===== config.mk =====
export PLATFORM = sky130hd
export DESIGN_NAME = retry_queue_with_backoff_top
export DESIGN_NICKNAME = d
export VERILOG_FILES = /design/src/rtl/core/rqb_pkg.sv /design/src/rtl/core/retry_queue_with_backoff_top.sv /design/src/rtl/core/rqb_ctrl.sv /design/src/rtl/core/rqb_dpath.sv /design/src/rtl/core/rqb_cfg.sv
export VERILOG_INCLUDE_DIRS = /design/src /design/src/rtl/core
export SDC_FILE = /design/constraint.sdc
export NUM_CORES = 2
export LEC_CHECK = 0
export CAP_MARGIN = 20
export CORE_ASPECT_RATIO = 0.5
export CORE_MARGIN = 2
export CORE_UTILIZATION = 58
export DETAILED_ROUTE_END_ITERATION = 10
export DONT_BUFFER_PORTS = 1
export GPL_TIMING_DRIVEN = 0
export PLACE_DENSITY_LB_ADDON = 0.3
export RECOVER_POWER = 50
export SYNTH_ARGS = -nofsm -noshare
export SYNTH_HDL_FRONTEND = slang
export SYNTH_SLANG_ARGS = --single-unit

===== constraint.sdc =====
create_clock -name clock -period 16.89 [get_ports clock]
set_clock_uncertainty 0.2 [all_clocks]
set_input_delay 0.8445 -clock clock [delete_from_list [all_inputs] [get_ports clock]]
set_output_delay 0.8445 -clock clock [all_outputs]
set_load 0.03 [all_outputs]

===== src/rtl/core/retry_queue_with_backoff_top_assert.svh =====
// Assertion macros for the retry queue block
`ifndef RETRY_QUEUE_WITH_BACKOFF_TOP_ASSERT_SVH
`define RETRY_QUEUE_WITH_BACKOFF_TOP_ASSERT_SVH
// Implication checked on every clock edge outside reset
`define RQB_ASSERT_IMP(label, clk, rst, lhs, rhs, msg) \
   label: assert property (@(posedge clk) disable iff (rst) (lhs) |-> (rhs)) else $error(msg);
// Next-cycle implication checked outside reset
`define RQB_ASSERT_NEXT(label, clk, rst, lhs, rhs, msg) \
   label: assert property (@(posedge clk) disable iff (rst) (lhs) |=> (rhs)) else $error(msg);
`endif


===== src/rtl/core/rqb_pkg.sv =====
// ----------------------------------------------------------------------------
// rqb_pkg
// Shared constants and types of the retry queue with backoff.
// ----------------------------------------------------------------------------
package rqb_pkg;
   localparam int DEPTH = 8;
   localparam int IDX_W = $clog2(DEPTH);
   localparam int MAX_LEN = 256;
   localparam logic [31:0] BACKOFF_CAP = 32'd60000;
   localparam logic [2:0] SHIFT_CAP = 3'd5;

   typedef enum logic [1:0] {
      ACT_ENQ = 2'd0, ACT_FETCH = 2'd1, ACT_REPORT = 2'd2, ACT_NONE = 2'd3
   } action_type;

   localparam logic [3:0] ST_QUEUED = 4'd0;
   localparam logic [3:0] ST_EVICT = 4'd1;
   localparam logic [3:0] ST_BADLEN = 4'd2;
   localparam logic [3:0] ST_FETCHED = 4'd3;
   localparam logic [3:0] ST_NONE = 4'd4;
   localparam logic [3:0] ST_SENT = 4'd5;
   localparam logic [3:0] ST_RETRY = 4'd6;
   localparam logic [3:0] ST_GIVEUP = 4'd7;
   localparam logic [3:0] ST_NOFLIGHT = 4'd8;
   localparam logic [3:0] ST_BUSY = 4'd9;

   localparam logic [1:0] REG_BASE = 2'd0;
   localparam logic [1:0] REG_JITTER = 2'd1;
   localparam logic [1:0] REG_MAXATT = 2'd2;

   // what the scan looks for
   typedef enum logic [1:0] {
      SCAN_FREE = 2'd0, SCAN_OLDEST = 2'd1, SCAN_READY = 2'd2
   } scan_type;

   // controller to datapath commands
   typedef struct packed {
      logic      latch;      // capture the request
      logic      scan_start; // reset the scan
      logic      scan_step;  // examine one slot
      scan_type  scan_mode;
      logic      do_enq;     // write new entry into found slot
      logic      do_fetch;   // move found slot to flight
      logic      do_retry;   // write flight back to found slot
      logic      do_sent;
      logic      do_fail;
      logic      do_evict;   // found slot is an eviction
      logic      calc;       // compute backoff
      logic      result;     // load the output register
      logic [3:0] status;
   } cmd_type;

   // datapath to controller status
   typedef struct packed {
      action_type action;
      logic       len_bad;
      logic       flight_valid;
      logic       scan_done;
      logic       found;
      logic       give_up;
      logic       send_ok;
   } stat_type;
endpackage


===== src/rtl/core/retry_queue_with_backoff_top.sv =====
// A transaction is accepted only while the controller is idle. A none action
// returns to idle with no result; otherwise the result enters the output
// register straight after decode for a rejected length, a fetch while busy or
// a report with nothing in flight; after an apply step for a report that is
// sent or given up; after a scan of the 8-entry table, one slot per cycle, and
// an apply step for an enqueue or fetch. A full table needs a second pass for
// the oldest entry, and a retry takes a backoff step before its scan. A result
// still held by rsp_stall keeps the controller waiting before it loads the next one.
// ----------------------------------------------------------------------------
// retry_queue_with_backoff_top
// Retry queue with exponential backoff and jitter, controller plus datapath.
// ----------------------------------------------------------------------------
module retry_queue_with_backoff_top import rqb_pkg::*; (
   input  logic        clock,
   input  logic        reset,
   input  logic        req_valid,
   output logic        req_stall,
   input  logic [1:0]  req_action,
   input  logic [31:0] req_now_ms,
   input  logic [7:0]  req_payload_handle,
   input  logic        req_packet_kind,
   input  logic [15:0] req_packet_length,
   input  logic        req_send_ok,
   input  logic signed [15:0] req_jitter_offset,
   output logic        rsp_valid,
   input  logic        rsp_stall,
   output logic [3:0]  rsp_status,
   output logic [7:0]  rsp_out_handle,
   output logic        rsp_out_kind,
   output logic [7:0]  rsp_out_length,
   output logic [7:0]  rsp_out_attempts,
   output logic [3:0]  rsp_occupancy,
   output logic [31:0] rsp_sent_count,
   output logic [31:0] rsp_failed_count,
   output logic [31:0] rsp_dropped_count,
   output logic [31:0] rsp_queued_count,
   output logic [31:0] rsp_retry_count,
   input  logic        csr_psel,
   input  logic        csr_penable,
   input  logic        csr_pwrite,
   input  logic [3:0]  csr_paddr,
   input  logic [31:0] csr_pwdata,
   output logic [31:0] csr_prdata,
   output logic        csr_pready
);
   cmd_type     cmd;
   stat_type    st;
   logic [15:0] base_ms;
   logic [14:0] span_ms;
   logic [7:0]  max_att;

   rqb_cfg u_cfg (
      .clock, .reset, .psel(csr_psel), .penable(csr_penable), .pwrite(csr_pwrite),
      .paddr(csr_paddr), .pwdata(csr_pwdata), .prdata(csr_prdata),
      .pready(csr_pready), .base_ms, .span_ms, .max_att
   );

   rqb_ctrl u_ctrl (
      .clock, .reset, .req_valid, .req_stall, .rsp_valid, .rsp_stall, .st, .cmd
   );

   rqb_dpath u_dpath (
      .clock, .reset, .cmd, .st, .req_action, .req_now_ms, .req_payload_handle,
      .req_packet_kind, .req_packet_length, .req_send_ok, .req_jitter_offset,
      .base_ms, .span_ms, .max_att, .rsp_status,
      .rsp_out_handle, .rsp_out_kind, .rsp_out_length, .rsp_out_attempts,
      .rsp_occupancy, .rsp_sent_count, .rsp_failed_count, .rsp_dropped_count,
      .rsp_queued_count, .rsp_retry_count
   );
endmodule


===== src/rtl/core/rqb_ctrl.sv =====
// ----------------------------------------------------------------------------
// rqb_ctrl
// Command sequencer: steps the slot scans and the update of one transaction.
// ----------------------------------------------------------------------------
`include "retry_queue_with_backoff_top_assert.svh"
module rqb_ctrl import rqb_pkg::*; (
   input  logic    clock,
   input  logic    reset,
   input  logic    req_valid,
   output logic    req_stall,
   output logic    rsp_valid,
   input  logic    rsp_stall,
   input  stat_type st,
   output cmd_type cmd
);
   typedef enum logic [2:0] {
      S_IDLE, S_DECODE, S_SCAN, S_SCAN2, S_CALC, S_APPLY, S_OUT
   } state_type;

   state_type state_ff, state_in;
   logic      rsp_valid_ff, rsp_valid_in;
   logic      evict_ff, evict_in;
   logic      busy;

   // accept while idle; the output register parts the two sides
   assign busy = (state_ff != S_IDLE);
   assign req_stall = busy;
   assign rsp_valid = rsp_valid_ff;

   always_comb begin
      state_in = state_ff;
      rsp_valid_in = rsp_valid_ff && rsp_stall;
      evict_in = evict_ff;
      cmd = '0;
      unique case (state_ff)
         S_IDLE: begin
            if (req_valid) begin
               cmd.latch = 1'b1;
               state_in = S_DECODE;
            end
         end
         S_DECODE: begin
            cmd.scan_start = 1'b1;
            evict_in = 1'b0;
            state_in = S_SCAN;
            if (st.action == ACT_NONE) begin
               state_in = S_IDLE;
            end else if (st.action == ACT_ENQ) begin
               cmd.scan_mode = SCAN_FREE;
               if (st.len_bad) begin
                  cmd.status = ST_BADLEN;
                  state_in = S_OUT;
               end
            end else if (st.action == ACT_FETCH) begin
               cmd.scan_mode = SCAN_READY;
               if (st.flight_valid) begin
                  cmd.status = ST_BUSY;
                  state_in = S_OUT;
               end
            end else begin
               cmd.scan_mode = SCAN_FREE;
               if (!st.flight_valid) begin
                  cmd.status = ST_NOFLIGHT;
                  state_in = S_OUT;
               end else if (st.send_ok || st.give_up) begin
                  state_in = S_APPLY;
               end else begin
                  state_in = S_CALC;
               end
            end
         end
         S_CALC: begin
            cmd.calc = 1'b1;
            state_in = S_SCAN;
         end
         S_SCAN: begin
            cmd.scan_mode = (st.action == ACT_FETCH) ? SCAN_READY : SCAN_FREE;
            if (st.scan_done) begin
               if (st.action != ACT_FETCH && !st.found) begin
                  // table full: second pass for the oldest entry
                  cmd.scan_start = 1'b1;
                  evict_in = 1'b1;
                  state_in = S_SCAN2;
               end else begin
                  state_in = S_APPLY;
               end
            end else begin
               cmd.scan_step = 1'b1;
            end
         end
         S_SCAN2: begin
            cmd.scan_mode = SCAN_OLDEST;
            if (st.scan_done) state_in = S_APPLY;
            else cmd.scan_step = 1'b1;
         end
         S_APPLY: begin
            state_in = S_OUT;
            unique case (st.action)
               ACT_ENQ: begin
                  cmd.do_enq = 1'b1;
                  cmd.do_evict = evict_ff;
                  cmd.status = evict_ff ? ST_EVICT : ST_QUEUED;
               end
               ACT_FETCH: begin
                  cmd.do_fetch = st.found;
                  cmd.status = st.found ? ST_FETCHED : ST_NONE;
               end
               default: begin
                  if (st.send_ok) begin
                     cmd.do_sent = 1'b1;
                     cmd.status = ST_SENT;
                  end else if (st.give_up) begin
                     cmd.do_fail = 1'b1;
                     cmd.status = ST_GIVEUP;
                  end else begin
                     cmd.do_retry = 1'b1;
                     cmd.do_evict = evict_ff;
                     cmd.status = ST_RETRY;
                  end
               end
            endcase
         end
         S_OUT: begin
            // wait for the output register to empty
            if (!rsp_valid_ff || !rsp_stall) begin
               cmd.result = 1'b1;
               rsp_valid_in = 1'b1;
               state_in = S_IDLE;
            end
         end
         default: state_in = S_IDLE;
      endcase
   end

   always_ff @(posedge clock) begin
      if (reset) begin
         state_ff <= S_IDLE;
         rsp_valid_ff <= 1'b0;
         evict_ff <= 1'b0;
      end else begin
         state_ff <= state_in;
         rsp_valid_ff <= rsp_valid_in;
         evict_ff <= evict_in;
      end
   end

   `RQB_ASSERT_IMP(a_no_accept_busy, clock, reset, busy, req_stall, "accept while busy")
   `RQB_ASSERT_NEXT(a_latch_decode, clock, reset, req_valid && !req_stall, state_ff == S_DECODE, "no decode")
   `RQB_ASSERT_IMP(a_result_slot, clock, reset, cmd.result, !rsp_valid_ff || !rsp_stall, "result overwrite")
endmodule


===== src/rtl/core/rqb_dpath.sv =====
// ----------------------------------------------------------------------------
// rqb_dpath
// Slot table, in-flight register, scan unit, backoff, counters and outputs.
// ----------------------------------------------------------------------------
module rqb_dpath import rqb_pkg::*; (
   input  logic        clock,
   input  logic        reset,
   input  cmd_type     cmd,
   output stat_type    st,
   input  logic [1:0]  req_action,
   input  logic [31:0] req_now_ms,
   input  logic [7:0]  req_payload_handle,
   input  logic        req_packet_kind,
   input  logic [15:0] req_packet_length,
   input  logic        req_send_ok,
   input  logic signed [15:0] req_jitter_offset,
   input  logic [15:0] base_ms,
   input  logic [14:0] span_ms,
   input  logic [7:0]  max_att,
   output logic [3:0]  rsp_status,
   output logic [7:0]  rsp_out_handle,
   output logic        rsp_out_kind,
   output logic [7:0]  rsp_out_length,
   output logic [7:0]  rsp_out_attempts,
   output logic [3:0]  rsp_occupancy,
   output logic [31:0] rsp_sent_count,
   output logic [31:0] rsp_failed_count,
   output logic [31:0] rsp_dropped_count,
   output logic [31:0] rsp_queued_count,
   output logic [31:0] rsp_retry_count
);
   typedef struct packed {
      logic [7:0]  handle;
      logic        kind;
      logic [7:0]  length;
      logic [7:0]  attempts;
      logic [31:0] first_time;
      logic [31:0] ready_time;
   } entry_type;

   // request capture
   logic [1:0]  act_ff;
   logic [31:0] now_ff;
   logic [7:0]  hnd_ff;
   logic        kind_ff;
   logic [15:0] len_ff;
   logic        ok_ff;
   logic signed [15:0] jit_ff;

   logic [DEPTH-1:0] valid_ff, valid_in;
   entry_type   slot_ff [DEPTH];
   logic        fl_valid_ff;
   entry_type   fl_ff;
   logic [3:0]  count_ff;
   logic [31:0] sent_ff, failed_ff, dropped_ff, queued_ff, retry_ff;
   logic [31:0] ready_time_ff;

   // result fields staged until the output register is free
   logic [3:0]  res_status_ff;
   logic [7:0]  res_handle_ff;
   logic        res_kind_ff;
   logic [7:0]  res_length_ff;
   logic [7:0]  res_att_ff;

   // scan unit
   logic [IDX_W:0]   ptr_ff;
   logic [IDX_W-1:0] best_ff;
   logic             found_ff;
   logic [IDX_W-1:0] pidx;
   logic             cand;
   logic [7:0]       att_inc;

   assign pidx = ptr_ff[IDX_W-1:0];
   assign att_inc = (fl_ff.attempts == 8'hFF) ? 8'hFF : fl_ff.attempts + 8'd1;

   always_comb begin
      cand = 1'b0;
      case (cmd.scan_mode)
         SCAN_FREE:   cand = !valid_ff[pidx] && !found_ff;
         SCAN_OLDEST: cand = valid_ff[pidx] && (!found_ff ||
            (slot_ff[pidx].first_time - slot_ff[best_ff].first_time) >= 32'h8000_0000);
         SCAN_READY:  cand = valid_ff[pidx] &&
            (slot_ff[pidx].ready_time == 32'd0 ||
             (now_ff - slot_ff[pidx].ready_time) < 32'h8000_0000) &&
            (!found_ff ||
             (slot_ff[pidx].first_time - slot_ff[best_ff].first_time) >= 32'h8000_0000);
         default:     cand = 1'b0;
      endcase
   end

   always_comb begin
      st.action = action_type'(act_ff);
      st.len_bad = (len_ff == 16'd0) || ({16'd0, len_ff} >= 32'(MAX_LEN));
      st.flight_valid = fl_valid_ff;
      // every slot examined
      st.scan_done = (ptr_ff == (IDX_W+1)'(DEPTH));
      st.found = found_ff;
      st.give_up = (att_inc >= max_att);
      st.send_ok = ok_ff;
   end

   // backoff, computed combinationally
   logic [2:0]  sh;
   logic [31:0] shifted, capped;
   logic signed [17:0] j, spn, r;
   always_comb begin
      sh = (att_inc - 8'd1 > 8'(SHIFT_CAP)) ? SHIFT_CAP : 3'(att_inc - 8'd1);
      shifted = {16'd0, base_ms} << sh;
      capped = (shifted > BACKOFF_CAP) ? BACKOFF_CAP : shifted;
      j = 18'(jit_ff);
      spn = {3'd0, span_ms};
      if (j > spn) j = spn;
      if (j < -spn) j = -spn;
      r = $signed({1'b0, capped[16:0]}) + j;
      if (r < 0) r = '0;
   end

   entry_type new_e;
   logic [IDX_W-1:0] tgt;
   always_comb begin
      tgt = best_ff;
      new_e = fl_ff;
      new_e.attempts = att_inc;
      new_e.ready_time = ready_time_ff;
      if (act_ff == ACT_ENQ) begin
         new_e.handle = hnd_ff;
         new_e.kind = kind_ff;
         new_e.length = len_ff[7:0];
         new_e.attempts = 8'd0;
         new_e.first_time = now_ff;
         new_e.ready_time = 32'd0;
      end
      valid_in = valid_ff;
      if (cmd.do_fetch) valid_in[tgt] = 1'b0;
      if (cmd.do_enq || cmd.do_retry) valid_in[tgt] = 1'b1;
   end

   always_ff @(posedge clock) begin
      if (cmd.latch) begin
         act_ff <= req_action;
         now_ff <= req_now_ms;
         hnd_ff <= req_payload_handle;
         kind_ff <= req_packet_kind;
         len_ff <= req_packet_length;
         ok_ff <= req_send_ok;
         jit_ff <= req_jitter_offset;
      end
      if (cmd.calc) ready_time_ff <= now_ff + {14'd0, r};
      if (cmd.do_enq || cmd.do_retry) slot_ff[tgt] <= new_e;
      if (cmd.do_fetch) begin
         fl_ff <= slot_ff[tgt];
         slot_ff[tgt] <= '0;
      end
      if (cmd.do_sent || cmd.do_fail || cmd.do_retry) fl_ff <= '0;
      if (cmd.scan_step && cand) best_ff <= pidx;
   end

   always_ff @(posedge clock) begin
      if (reset) begin
         valid_ff <= '0;
         fl_valid_ff <= 1'b0;
         count_ff <= '0;
         ptr_ff <= '0;
         found_ff <= 1'b0;
         {sent_ff, failed_ff, dropped_ff, queued_ff, retry_ff} <= '0;
         res_status_ff <= '0;
         res_handle_ff <= '0;
         res_kind_ff <= 1'b0;
         res_length_ff <= '0;
         res_att_ff <= '0;
      end else begin
         valid_ff <= valid_in;
         if (cmd.scan_start) begin
            ptr_ff <= '0;
            found_ff <= 1'b0;
         end else if (cmd.scan_step) begin
            ptr_ff <= ptr_ff + 1'b1;
            if (cand) found_ff <= 1'b1;
         end
         if (cmd.do_fetch) begin
            fl_valid_ff <= 1'b1;
            count_ff <= count_ff - 4'd1;
         end
         if (cmd.do_sent || cmd.do_fail || cmd.do_retry) fl_valid_ff <= 1'b0;
         if (cmd.do_enq) queued_ff <= queued_ff + 32'd1;
         if (cmd.do_sent) sent_ff <= sent_ff + 32'd1;
         if (cmd.do_fail) failed_ff <= failed_ff + 32'd1;
         if (cmd.do_retry) retry_ff <= retry_ff + 32'd1;
         if (cmd.do_evict) dropped_ff <= dropped_ff + 32'd1;
         if ((cmd.do_enq || cmd.do_retry) && !cmd.do_evict) count_ff <= count_ff + 4'd1;
         // staged result; status latched at decode or apply
         if (cmd.status != ST_QUEUED || cmd.do_enq) begin
            res_status_ff <= cmd.status;
            res_handle_ff <= cmd.do_fetch ? slot_ff[tgt].handle : 8'd0;
            res_kind_ff <= cmd.do_fetch ? slot_ff[tgt].kind : 1'b0;
            res_length_ff <= cmd.do_fetch ? slot_ff[tgt].length : 8'd0;
            res_att_ff <= cmd.do_fetch ? slot_ff[tgt].attempts :
               (cmd.do_sent || cmd.do_fail || cmd.do_retry) ? att_inc : 8'd0;
         end
      end
   end

   // output register, loaded once the previous result has left
   always_ff @(posedge clock) begin
      if (cmd.result) begin
         rsp_status <= res_status_ff;
         rsp_out_handle <= res_handle_ff;
         rsp_out_kind <= res_kind_ff;
         rsp_out_length <= res_length_ff;
         rsp_out_attempts <= res_att_ff;
         rsp_occupancy <= count_ff;
         rsp_sent_count <= sent_ff;
         rsp_failed_count <= failed_ff;
         rsp_dropped_count <= dropped_ff;
         rsp_queued_count <= queued_ff;
         rsp_retry_count <= retry_ff;
      end
   end
endmodule


===== src/rtl/core/rqb_cfg.sv =====
// ----------------------------------------------------------------------------
// rqb_cfg
// Configuration registers behind the APB-style port.
// ----------------------------------------------------------------------------
module rqb_cfg import rqb_pkg::*; (
   input  logic        clock,
   input  logic        reset,
   input  logic        psel,
   input  logic        penable,
   input  logic        pwrite,
   input  logic [3:0]  paddr,
   input  logic [31:0] pwdata,
   output logic [31:0] prdata,
   output logic        pready,
   output logic [15:0] base_ms,
   output logic [14:0] span_ms,
   output logic [7:0]  max_att
);
   logic [15:0] base_ff;
   logic [14:0] span_ff;
   logic [7:0]  max_ff;
   logic [1:0]  idx;

   assign pready = 1'b1;
   assign idx = paddr[3:2];
   assign base_ms = base_ff;
   assign span_ms = span_ff;
   assign max_att = max_ff;

   always_comb begin
      prdata = '0;
      unique case (idx)
         REG_BASE:   prdata = {16'd0, base_ff};
         REG_JITTER: prdata = {17'd0, span_ff};
         REG_MAXATT: prdata = {24'd0, max_ff};
         default:    prdata = '0;
      endcase
   end

   always_ff @(posedge clock) begin
      if (reset) begin
         base_ff <= 16'd1000;
         span_ff <= 15'd250;
         max_ff <= 8'd3;
      end else if (psel && penable && pwrite && paddr[1:0] == 2'd0) begin
         unique case (idx)
            REG_BASE:   base_ff <= pwdata[15:0];
            REG_JITTER: span_ff <= pwdata[14:0];
            REG_MAXATT: max_ff <= pwdata[7:0];
            default:    ;
         endcase
      end
   end
endmodule

==> impl_metrics.tcl <==
set metrics [dict create \
    worst_reg2reg_setup_slack_ns 4.53 \
    vias 36490 \
    clk_pin_slew_worst_paths_ns 0.07 \
    worstMarginPinSlew_ns 2.510 \
    period_share 0.7320 \
    synthDistinctLibCells 78 \
    number_of_max_slew_violations_in_the_final_report 167 \
    cts_setup_buffers 0 \
    cts_hold_buf 92 \
    remaining_drc_errors 0 \
    n_antenna_cell 0 \
    port_buffer_count 0 \
    grt_max_degree 39 \
    postRouteAntennaNets 0 \
    h-tree-depth 3 \
    synth-main-ff-cell "edfxtp_1" \
    syn2layout_area_growth_pct 12.87 \
    grt_setup_unrepaired "no" \
    critPathBufInv 5 \
    path_class "register to register" \
    reg_top3 "u_dpath.slot_ff (712), u_dpath.fl_ff (57)" \
    setup_viol 0 \
    post_synth_inst_count 4097 \
    hold_class "input port to register" \
    total_iterations_of_the_first_detailed_routing_run 7 \
    num-nets-final 4665 \
    final.fill_count 6808 \
    clock_insertion_delay_worst_skew_ns 0.74 \
    holdWs_ns 0.05023 \
    vias_per_cell 6.276 \
    yosys.area.top_type_share 0.5293 \
    synth_warnings 0 \
    total_leakage_power_nw 21.86 \
    grt_first_pass_wirelength_um 222700 \
    clock.fmax_ghz 0.08088 \
    peakVddDrop_uv 93.83 \
    row_count 81 \
    synth_top_cell_by_area "edfxtp_1" \
    detailed_place.area_um2 60490 \
    critical_path.max_fanout 10 \
    io_pins 347 \
    cts_max_path_buffers 3 \
    status "finished, violations left" \
    cts_tree "built" \
    number_of_clock_sinks 1330 \
    initial_utilization 0.5875 \
    grt.overflow.total 0 \
    cp-startpoint "u_cfg.span_ms[13]" \
    ffs_w_async_s_r_synth 0 \
    seq_area_frac_synth 0.6384 \
    core-area_um2 98100 \
    synth.avg_cell_area_um2 14.07 \
    fin_crit_ns 12.36 \
    required_ns 17.17 \
    final_cell_area_um2 65060 \
    synth.most_common_cell "edfxtp_1" \
    setup.worst_path.end_class "register" \
    cts-resized-gates 0 \
    power.density_nw_per_um2 130.9 \
    reg2reg_from "u_cfg.span_ms[13]" \
    hold_path_startpoint "csr_pwdata[13]" \
    syn_area_um2 57640 \
    die_height_um 226.9 \
    drive_above_1_share 0.1313 \
    routabilityCongestion 0.9304 \
    detailedPlacementHpwl_um 103600 \
    cts_buffers 110 \
    setup.worst_path.start_class "register" \
    cpMostUsedCell "o21ai_0" \
    route.final.wire_length_um 148500 \
    grt_pass1_vias 35990 \
    dieWidth_um 449.8 \
    largest-register "u_dpath.slot_ff" \
    timing.critical_path.arrival_ns 12.64 \
    synth.top_cells.by_area "edfxtp_1 53%, dfxtp_1 11%, mux4_2 9.5%, ha_1 3.3%, nor2_1 2.4%" \
    clk_root_buffer_cell "clkbuf_16" \
    die-area_um2 102100 \
    synth-edff-count 1016 \
    delay_contributed_by_the_slowest_stage_of_the_critical_path_ns 0.71 \
    violations "capacitance limit, slew limit" \
    yosys-top-cells-count "1016 x edfxtp_1, 364 x nor2_1, 354 x nand2_1, 314 x dfxtp_1, 244 x mux4_2" \
    average_detailed_routed_wire_length_per_instance_um 25.54 \
    track_usage 0.2910 \
    max_cap_violations 5 \
    largest_reg_flops 712 \
    finalHoldViolCount 0 \
    detailedRoute.firstIterationViolations 4191 \
    antenna_found_initial 2 \
    cp_top_family "compound AO/OA/AOI/OAI gates" \
    slew_headroom -0.6734 \
    cp_slowest_cell "a21oi_1" \
    synth-seq-cells 1330 \
]
-- layer usage --
| layer | track usage | up-vias | part of all wire |
|---|---|---|---|
| met5 | 0 | - | 0 |
| met4 | 0.08173 | 0 | 0.026 |
| met3 | 0.07143 | 253 | 0.10 |
| met2 | 0.4637 | 1894 | 0.47 |
| met1 | 0.4032 | 18330 | 0.40 |
| li1 | - | 16020 | - |
-- power by group --
part           leakage [nW]  total, mW  switching [mW]  internal [mW]
clock network          1.81       2.69            1.22           1.47
logic                  8.17       2.02            1.20          0.825
registers              11.9       3.80          0.0998           3.70
total                  21.9       8.52            2.52           6.00
-- worst paths after layout --
kind                                 end  cells past startpoint
max reg2reg    u_dpath.ready_time_ff[19]                     45
max            u_dpath.ready_time_ff[19]                     45
min                    u_cfg.span_ms[13]                      2
min reg2reg  u_dpath.rsp_out_attempts[2]                      0
-- cells by family (layout without fill, tap and decap cells) --
kind of cell    count (synthesis)  in the layout  share of synthesized area
compound gates                523            523                    0.05533
xor+xnor                      197            197                    0.02994
fa+ha+maj                     156            156                    0.03426
flops                        1330           1330                     0.6384
other cells                     2             18                  0.0001303
buf+inv                       312            685                    0.02199
simple gates                 1157           1157                    0.09293
mux                           420            420                     0.1270
-- placed cells by master, fill, tap and decap left out, drive strengths merged, types with 9 or more instances in the layout --
master	n
bufinv	16
nand2b	18
and2	10
mux2	43
a21o	25
o21a	22
xor2	86
a211o	9
xnor2	111
nand2	354
clkbuf	300
a21oi	186
or2	11
clkinv	46
a211oi	56
nand4	52
and4	10
inv	96
nor4	28
dlygate4sd3	92
nor3	53
nor2b	20
clkinvlp	14
nand3	88
ha	153
mux2i	133
and3	75
dfxtp	314
o21ai	148
conb	18
buf	121
edfxtp	1016
nand3b	11
or3	44
nor2	364
mux4	244
-- worst register-to-register path: cells and delay by family (launching register included) --
family                   cells  cell delay (ns)
buffers and inverters        5             1.57
adder cells (fa/ha/maj)      4             1.30
AO/OA/AOI/OAI               27             7.03
XOR/XNOR                     2             0.71
flip-flops                   1             0.52
AND/OR/NAND/NOR              7             0.76
-- through the flow --
step                setup WS, ns    util  power (mW)  instances  TNS (ns)
floorplan                  4.360       -       5.227       4113         0
global placement          -5.814  0.6051       5.740       5441   -515.06
detailed placement         4.808  0.6166       5.820       5507         0
CTS                        4.718  0.6645       8.512       5807         0
global route               3.383  0.6631       8.842       5814         0
finish                     4.527  0.6631       8.518       5814         0
-- cell type report --
class	instances	area, um2	area share
Sequential cell	1330	36800	0.5656
Multi-Input combinational cell	2471	19700	0.3028
Clock buffer	126	2863	0.04400
Timing Repair Buffer	165	1861	0.02860
Tap cell	1328	1662	0.02554
Buffer	222	928.4	0.01427
Clock inverter	82	914.6	0.01406
Inverter	90	337.8	0.005193
(Power assumes the default switching activity.)
